==> src/xce_pkg.sv <==
// shared types and character constants for the xml character escaper
package xce_pkg;

  localparam int unsigned RunMax = 6;
  localparam int unsigned LenW   = 3;

  localparam logic [7:0] ChAmp   = 8'h26;
  localparam logic [7:0] ChLt    = 8'h3c;
  localparam logic [7:0] ChGt    = 8'h3e;
  localparam logic [7:0] ChQuot  = 8'h22;
  localparam logic [7:0] ChApos  = 8'h27;
  localparam logic [7:0] ChLf    = 8'h0a;
  localparam logic [7:0] ChHash  = 8'h23;
  localparam logic [7:0] ChSemi  = 8'h3b;
  localparam logic [7:0] ChZero  = 8'h30;
  localparam logic [7:0] ChSpace = 8'h20;
  localparam logic [7:0] ChA     = 8'h61;
  localparam logic [7:0] ChG     = 8'h67;
  localparam logic [7:0] ChL     = 8'h6c;
  localparam logic [7:0] ChM     = 8'h6d;
  localparam logic [7:0] ChO     = 8'h6f;
  localparam logic [7:0] ChP     = 8'h70;
  localparam logic [7:0] ChQ     = 8'h71;
  localparam logic [7:0] ChT     = 8'h74;
  localparam logic [7:0] ChU     = 8'h75;
  localparam logic [7:0] Ch3     = 8'h33;
  localparam logic [7:0] Ch9     = 8'h39;

  typedef struct packed {
    logic [RunMax-1:0][7:0] bytes;
    logic [LenW-1:0]        len;
  } run_t;

endpackage

==> src/xce_if.sv <==
// handshake channel interfaces for input bytes, output runs and the mode register
interface xce_byte_if;
  logic       valid;
  logic       ready;
  logic [7:0] in_byte;
  modport source (output valid, output in_byte, input ready);
  modport sink (input valid, input in_byte, output ready);
endinterface

interface xce_run_if;
  logic       valid;
  logic       ready;
  logic [7:0] out_byte;
  logic       last_of_run;
  modport source (output valid, output out_byte, output last_of_run, input ready);
  modport sink (input valid, input out_byte, input last_of_run, output ready);
endinterface

interface xce_cfg_if;
  logic valid;
  logic ready;
  logic attribute_mode;
  modport source (output valid, output attribute_mode, input ready);
  modport sink (input valid, input attribute_mode, output ready);
endinterface

==> src/xml_character_escaper.sv <==
// top level of the xml character escaper
//
// in_i takes one raw text byte per beat. out_o gives the escaped run for
// that byte, one to six beats, with last_of_run high on the final beat.
// cfg_i writes attribute_mode (0 element content, 1 attribute values); it
// is always ready. The user must write it only while no byte is in flight;
// the block itself does not enforce this. A taken byte passes the input
// register, then the run register, before its first output beat. Bytes
// that pass unchanged go at one input byte per cycle while the receiver is
// ready; an escaped byte holds the input until its run drains, a byte per beat.
// when the receiver stalls, the current beat holds and one more input byte
// waits in the input register before in_i.ready drops.
// reset clears both stages and sets attribute_mode to 0; no beats are
// pending afterwards.
module xml_character_escaper
  import xce_pkg::*;
(
  input  logic  clk_i,
  input  logic  rst_ni,
  xce_byte_if.sink   in_i,
  xce_run_if.source  out_o,
  xce_cfg_if.sink    cfg_i
);

  logic       attr_q;
  logic       take;
  logic       byte_vld;
  logic [7:0] byte_val;
  run_t       run;

  assign cfg_i.ready = 1'b1;

  always_ff @(posedge clk_i or negedge rst_ni) begin
    if (!rst_ni) begin
      attr_q <= 1'b0;
    end else if (cfg_i.valid) begin
      attr_q <= cfg_i.attribute_mode;
    end
  end

  xce_in_reg u_in_reg (
    .clk_i   (clk_i),
    .rst_ni  (rst_ni),
    .valid_i (in_i.valid),
    .byte_i  (in_i.in_byte),
    .ready_o (in_i.ready),
    .take_i  (take),
    .valid_o (byte_vld),
    .byte_o  (byte_val)
  );

  xce_expand u_expand (
    .byte_i (byte_val),
    .attr_i (attr_q),
    .run_o  (run)
  );

  xce_serializer u_serializer (
    .clk_i   (clk_i),
    .rst_ni  (rst_ni),
    .valid_i (byte_vld),
    .run_i   (run),
    .take_o  (take),
    .valid_o (out_o.valid),
    .ready_i (out_o.ready),
    .byte_o  (out_o.out_byte),
    .last_o  (out_o.last_of_run)
  );

endmodule

==> src/xce_in_reg.sv <==
// input register stage holding one raw byte
module xce_in_reg (
  input  logic       clk_i,
  input  logic       rst_ni,
  input  logic       valid_i,
  input  logic [7:0] byte_i,
  output logic       ready_o,
  input  logic       take_i,
  output logic       valid_o,
  output logic [7:0] byte_o
);

  logic       vld_q, vld_d;
  logic [7:0] byte_q;

  assign ready_o = !vld_q || take_i;
  assign vld_d   = valid_i ? 1'b1 : (vld_q && !take_i);

  always_ff @(posedge clk_i or negedge rst_ni) begin
    if (!rst_ni) begin
      vld_q <= 1'b0;
    end else if (ready_o) begin
      vld_q <= vld_d;
    end
  end

  always_ff @(posedge clk_i) begin
    if (ready_o && valid_i) begin
      byte_q <= byte_i;
    end
  end

  assign valid_o = vld_q;
  assign byte_o  = byte_q;

endmodule

==> src/xce_expand.sv <==
// maps one byte and the mode to its escaped run of bytes
module xce_expand
  import xce_pkg::*;
(
  input  logic [7:0] byte_i,
  input  logic       attr_i,
  output run_t       run_o
);

  logic [7:0] tens;
  logic [7:0] ones;

  always_comb begin
    priority if (byte_i >= 8'd30) begin
      tens = 8'd3;
    end else if (byte_i >= 8'd20) begin
      tens = 8'd2;
    end else if (byte_i >= 8'd10) begin
      tens = 8'd1;
    end else begin
      tens = 8'd0;
    end
    ones = byte_i - 8'((tens << 3) + (tens << 1));
  end

  always_comb begin
    run_o.bytes = {RunMax{byte_i}};
    run_o.len   = LenW'(1);
    priority if (byte_i == ChLt) begin
      run_o.bytes[0] = ChAmp; run_o.bytes[1] = ChL;
      run_o.bytes[2] = ChT;   run_o.bytes[3] = ChSemi;
      run_o.len = LenW'(4);
    end else if (byte_i == ChGt) begin
      run_o.bytes[0] = ChAmp; run_o.bytes[1] = ChG;
      run_o.bytes[2] = ChT;   run_o.bytes[3] = ChSemi;
      run_o.len = LenW'(4);
    end else if (byte_i == ChAmp) begin
      run_o.bytes[0] = ChAmp; run_o.bytes[1] = ChA;
      run_o.bytes[2] = ChM;   run_o.bytes[3] = ChP;
      run_o.bytes[4] = ChSemi;
      run_o.len = LenW'(5);
    end else if (attr_i && byte_i == ChQuot) begin
      run_o.bytes[0] = ChAmp; run_o.bytes[1] = ChQ;
      run_o.bytes[2] = ChU;   run_o.bytes[3] = ChO;
      run_o.bytes[4] = ChT;   run_o.bytes[5] = ChSemi;
      run_o.len = LenW'(6);
    end else if (attr_i && byte_i == ChApos) begin
      run_o.bytes[0] = ChAmp; run_o.bytes[1] = ChHash;
      run_o.bytes[2] = Ch3;   run_o.bytes[3] = Ch9;
      run_o.bytes[4] = ChSemi;
      run_o.len = LenW'(5);
    end else if (byte_i < ChSpace && (byte_i != ChLf || attr_i)) begin
      run_o.bytes[0] = ChAmp;
      run_o.bytes[1] = ChHash;
      if (tens != 8'd0) begin
        run_o.bytes[2] = ChZero + tens;
        run_o.bytes[3] = ChZero + ones;
        run_o.bytes[4] = ChSemi;
        run_o.len = LenW'(5);
      end else begin
        run_o.bytes[2] = ChZero + ones;
        run_o.bytes[3] = ChSemi;
        run_o.len = LenW'(4);
      end
    end else begin
      run_o.len = LenW'(1);
    end
  end

endmodule

==> src/xce_serializer.sv <==
// run register that hands out one escaped byte per output beat
module xce_serializer
  import xce_pkg::*;
(
  input  logic       clk_i,
  input  logic       rst_ni,
  input  logic       valid_i,
  input  run_t       run_i,
  output logic       take_o,
  output logic       valid_o,
  input  logic       ready_i,
  output logic [7:0] byte_o,
  output logic       last_o
);

  logic            vld_q, vld_d;
  run_t            run_q;
  logic [LenW-1:0] idx_q, idx_d;
  logic            beat;

  assign beat   = vld_q && ready_i;
  assign last_o = (idx_q == run_q.len - LenW'(1));
  assign take_o = valid_i && (!vld_q || (beat && last_o));

  always_comb begin
    vld_d = vld_q;
    idx_d = idx_q;
    if (take_o) begin
      vld_d = 1'b1;
      idx_d = '0;
    end else if (beat) begin
      if (last_o) begin
        vld_d = 1'b0;
        idx_d = '0;
      end else begin
        idx_d = idx_q + LenW'(1);
      end
    end
  end

  always_ff @(posedge clk_i or negedge rst_ni) begin
    if (!rst_ni) begin
      vld_q <= 1'b0;
      idx_q <= '0;
    end else begin
      vld_q <= vld_d;
      idx_q <= idx_d;
    end
  end

  always_ff @(posedge clk_i) begin
    if (take_o) begin
      run_q <= run_i;
    end
  end

  always_comb begin
    unique case (idx_q)
      3'd0:    byte_o = run_q.bytes[0];
      3'd1:    byte_o = run_q.bytes[1];
      3'd2:    byte_o = run_q.bytes[2];
      3'd3:    byte_o = run_q.bytes[3];
      3'd4:    byte_o = run_q.bytes[4];
      3'd5:    byte_o = run_q.bytes[5];
      default: byte_o = run_q.bytes[0];
    endcase
  end

  assign valid_o = vld_q;

endmodule

==> src/flat_wrapper.sv <==
// flat-port wrapper written by rule: the top's interface ports become plain ports
module xml_character_escaper_flat import xce_pkg::*;
  (clk_i, rst_ni, in_i_valid, in_i_in_byte, in_i_ready, out_o_valid, out_o_out_byte, out_o_last_of_run, out_o_ready, cfg_i_valid, cfg_i_attribute_mode, cfg_i_ready);
  xce_byte_if in_i_i ();
  xce_run_if out_o_i ();
  xce_cfg_if cfg_i_i ();
  input  logic clk_i;
  input  logic rst_ni;
  input wire logic [$bits(in_i_i.valid)-1:0] in_i_valid;
  input wire logic [$bits(in_i_i.in_byte)-1:0] in_i_in_byte;
  output wire logic [$bits(in_i_i.ready)-1:0] in_i_ready;
  output wire logic [$bits(out_o_i.valid)-1:0] out_o_valid;
  output wire logic [$bits(out_o_i.out_byte)-1:0] out_o_out_byte;
  output wire logic [$bits(out_o_i.last_of_run)-1:0] out_o_last_of_run;
  input wire logic [$bits(out_o_i.ready)-1:0] out_o_ready;
  input wire logic [$bits(cfg_i_i.valid)-1:0] cfg_i_valid;
  input wire logic [$bits(cfg_i_i.attribute_mode)-1:0] cfg_i_attribute_mode;
  output wire logic [$bits(cfg_i_i.ready)-1:0] cfg_i_ready;
  assign in_i_i.valid = in_i_valid;
  assign in_i_i.in_byte = in_i_in_byte;
  assign in_i_ready = in_i_i.ready;
  assign out_o_valid = out_o_i.valid;
  assign out_o_out_byte = out_o_i.out_byte;
  assign out_o_last_of_run = out_o_i.last_of_run;
  assign out_o_i.ready = out_o_ready;
  assign cfg_i_i.valid = cfg_i_valid;
  assign cfg_i_i.attribute_mode = cfg_i_attribute_mode;
  assign cfg_i_ready = cfg_i_i.ready;
  xml_character_escaper u_core (.clk_i(clk_i), .rst_ni(rst_ni), .in_i(in_i_i), .out_o(out_o_i), .cfg_i(cfg_i_i));
endmodule
==> config.mk <==
export PLATFORM = sky130hd
export DESIGN_NAME = xml_character_escaper_flat
export DESIGN_NICKNAME = d
export VERILOG_FILES = /design/src/xce_pkg.sv /design/src/xce_if.sv /design/src/xml_character_escaper.sv /design/src/xce_in_reg.sv /design/src/xce_expand.sv /design/src/xce_serializer.sv /design/src/flat_wrapper.sv
export SDC_FILE = /design/constraint.sdc
export NUM_CORES = 1
export LEC_CHECK = 0
export ABC_AREA = 1
export BUFFER_PORTS_ARGS = -buffer_cell sky130_fd_sc_hd__buf_2
export CELL_PAD_IN_SITES_DETAIL_PLACEMENT = 1
export CELL_PAD_IN_SITES_GLOBAL_PLACEMENT = 1
export CORE_UTILIZATION = 25
export DETAILED_ROUTE_END_ITERATION = 12
export GPL_TIMING_DRIVEN = 0
export PLACE_DENSITY_LB_ADDON = 0.1
export SLEW_MARGIN = 10
export SYNTH_ARGS = -nofsm -noshare
export SYNTH_HDL_FRONTEND = slang
export SYNTH_SLANG_ARGS = --single-unit
==> constraint.sdc <==
create_clock -name clk_i -period 5.63 [get_ports clk_i]
set_clock_uncertainty 0.1 [all_clocks]
set_input_delay 0.8445 -clock clk_i [delete_from_list [all_inputs] [get_ports clk_i]]
set_output_delay 0.8445 -clock clk_i [all_outputs]
set_load 0.03 [all_outputs]
==> out/results.ini <==
[global_routing]
grt_max_degree=27
grt_pass1_wl_mm=16.2
gr-total-overflow=0
antenna_found_initial=0
grt_pass1_vias=2786
grt_usage_pct=15.6

[cells_and_area]
multiInputGateArea_sq_um=1370
drive_gt1_share_pct=17.2
area_delta_synth_final_pct=20.1
register_area_sq_um=1860
insertedDiodeCount=0
nets=445
fillers=1550

[sta]
setup_violations=0
tns_ps=0
post-route-period-util_pct=71.8
hold_violations=0
relSlewSlack_pct=39.7
slew_violations=0
post-route-min-period_ps=4040
rsz0062_at_grt=no
worstMarginPinSlew_ps=901
fin_hold_ws_ps=218
max_freq_ghz=0.247

[route]
drt_iter0_drc=106
drtPass1Iterations=4
drc=0
totalWireLength_mm=10.1
vias_per_cell=4.47
ant_nets=0
vias=2657
routedWlPerCell_um=17.0

[cts]
htreeDepth=3
clock_sinks=63
cts-root-buf=clkbuf_16
clk_path_buf_depth=2
cts_setup_buffers=0
cts_resized=0
cts_buffers=9
cts_tree=built
ctsHoldBuffers=0
clkTransAtPathRegs_ps=50
clock_latency_ps=340

[placed_design]
place.gp.congestion=0.747
dp_hpwl_mm=7.58
port_buffers=24

[setup_path]
crit_buf_inv=3
critPathMaxStageDelay_ps=500
crit_fanout=7
worstPathRequired_ps=5610
path_cells=inv_2 -> ha_1 -> nand2_1 -> nand2_1 -> inv_1 -> nand3_2 -> nand2_1 -> nand3_1 -> ha_1 -> inv_1 -> fa_1 -> ha_1 -> a21oi_1 -> nand2_1 -> or2_2 -> a31oi_1 -> nand2_1
start_kind=flip-flop
critPathKind=flip-flop to flip-flop
path_delay_family=adder cells
crit_path_frequent_cell=nand2_1
worstPathArrival_ps=4020
slowest_stage=edfxtp_1
critPathCaptureType=flip-flop

[die]
die_height_um=120
coreArea_sq_um=13400
die-width_um=120
initial_utilization_pct=25.9
rows=42
io_pins=26
die-area_sq_um=14400

[synthesis]
yosys-top-cells-area=edfxtp_1 (49%), nand2_1 (9.7%), ha_1 (5.8%)
yosys.area.top_type=edfxtp_1
synth_area_sq_um=3480
synthTopCellsByCount=nand2_1 (90), edfxtp_1 (57), inv_1 (46)
ys.flop_type=edfxtp_1
synth-async-reset-ratio_pct=9.52
synth.distinct_cells=36
syn_area_per_cell_sq_um=9.24
netlist_instances=376
synth-seq-cells=63
synth_most_common_cell=nand2_1
synth_edf_count=57
synth_nets=408
synth-seq-area-share_pct=53.6
synth_top_area_share_pct=49.2
yosysWarnings=0

[power]
power_density_nw_per_um2=452
ir_drop_v=0.000138
power.leakage_nw=1.83

[outcome]
status=finished, final reports clean

[run]
cap_viol_max_count=0

[worst_hold_path]
worstHoldPathType=input pin to async pin

[cell families after synthesis]
kind of cell	Yosys count	synth area share, %
muxes	1	0.288
DFF	63	53.6
AOI/OAI and AO/OA	51	9.00
adders and majority gates	18	6.91
and+or+nand+nor	176	22.1
other	1	0.108
buffers and inverters	63	7.27
xor gates and xnor gates	3	0.756
[power by group]
group          switching (mW)  internal [mW]
logic                   0.459          0.205
registers              0.0377          0.592
clock network           0.206          0.386
total                   0.703           1.18
[layer usage]
layer	GRT usage, %	part of all wire (%)	routed length (um)	vias up
li1	-	-	-	1331
met1	21.7	50	5050	1264
met2	23.1	44	4430	44
met3	2.71	3.5	356	18
met4	8.20	2.4	242	0
met5	0	0	0	-
[registers in the layout, indices dropped and copies added (netlist names)]
| name | count |
|---|---|
| u_core.u_serializer.run_q | 49 |
| u_core.attr_q | 1 |
| u_core.u_in_reg.byte_o | 8 |
| u_core.u_serializer.idx_q | 3 |
| u_core.u_serializer.valid_o | 1 |
| u_core.u_in_reg.valid_o | 1 |
[cells in the final DEF, fill, tap and decap left out, drive strengths merged]
cell and instances:
nand3b 1, nand4 4, nand3 28, nor3 3, mux2i 1, ha 16, o22ai 2, a21boi 1
nor2 44, edfxtp 57, xnor2 2, a21oi 23, conb 1, clkbuf 16, clkinv 2, a221oi 7
buf 30, bufinv 2, o2111ai 1, a31oi 1, fa 2, inv 55, nand2 95, xor2 1
o21ai 15, o21bai 1, dfrtp 6, or2 1
[final cells by class]
cell class / instances / area share [%]
Multi-Input combinational cell: 250 / 32.9
Timing Repair Buffer: 26 / 3.84
Clock inverter: 4 / 1.68
Buffer: 8 / 1.11
Clock buffer: 12 / 5.67
Inverter: 55 / 4.95
Sequential cell: 63 / 44.6
Tap cell: 176 / 5.28
[stage by stage]
step / power, mW / area, sq um / cells / utilization [%] / setup WS, ps
global route: 2.01 / 4170 / 594 / 31.1 / 1230
detailed placement: 1.32 / 3870 / 578 / 28.9 / 1590
floorplan: 1.08 / 3480 / 376 / - / 1340
global placement: 1.30 / 3820 / 576 / 28.5 / 220
finish: 1.89 / 4170 / 594 / 31.1 / 1590
CTS: 1.92 / 4170 / 594 / 31.1 / 1560
[worst paths after layout]
kind / startpoint / to / slack, ps / cells past startpoint
setup reg to reg: u_core.u_in_reg.byte_o[6]$_DFFE_PP_ / u_core.u_serializer.run_q[24]$_SDFFCE_PP1P_ / 1590 / 17
hold reg to reg: u_core.u_in_reg.valid_o$_DFFE_PN0N_ / u_core.u_serializer.valid_o$_DFFE_PN0P_ / 430 / 2
setup / recovery: u_core.u_in_reg.byte_o[6]$_DFFE_PP_ / u_core.u_serializer.run_q[24]$_SDFFCE_PP1P_ / 1590 / 17
max in group asynchronous: rst_ni / u_core.u_serializer.idx_q[1]$_DFFE_PN0P_ / 5070 / 1
hold / removal: rst_ni / u_core.u_serializer.valid_o$_DFFE_PN0P_ / 220 / 1
min in group clk_i: u_core.u_in_reg.valid_o$_DFFE_PN0N_ / u_core.u_serializer.valid_o$_DFFE_PN0P_ / 430 / 2
(Power assumes the default switching activity.)
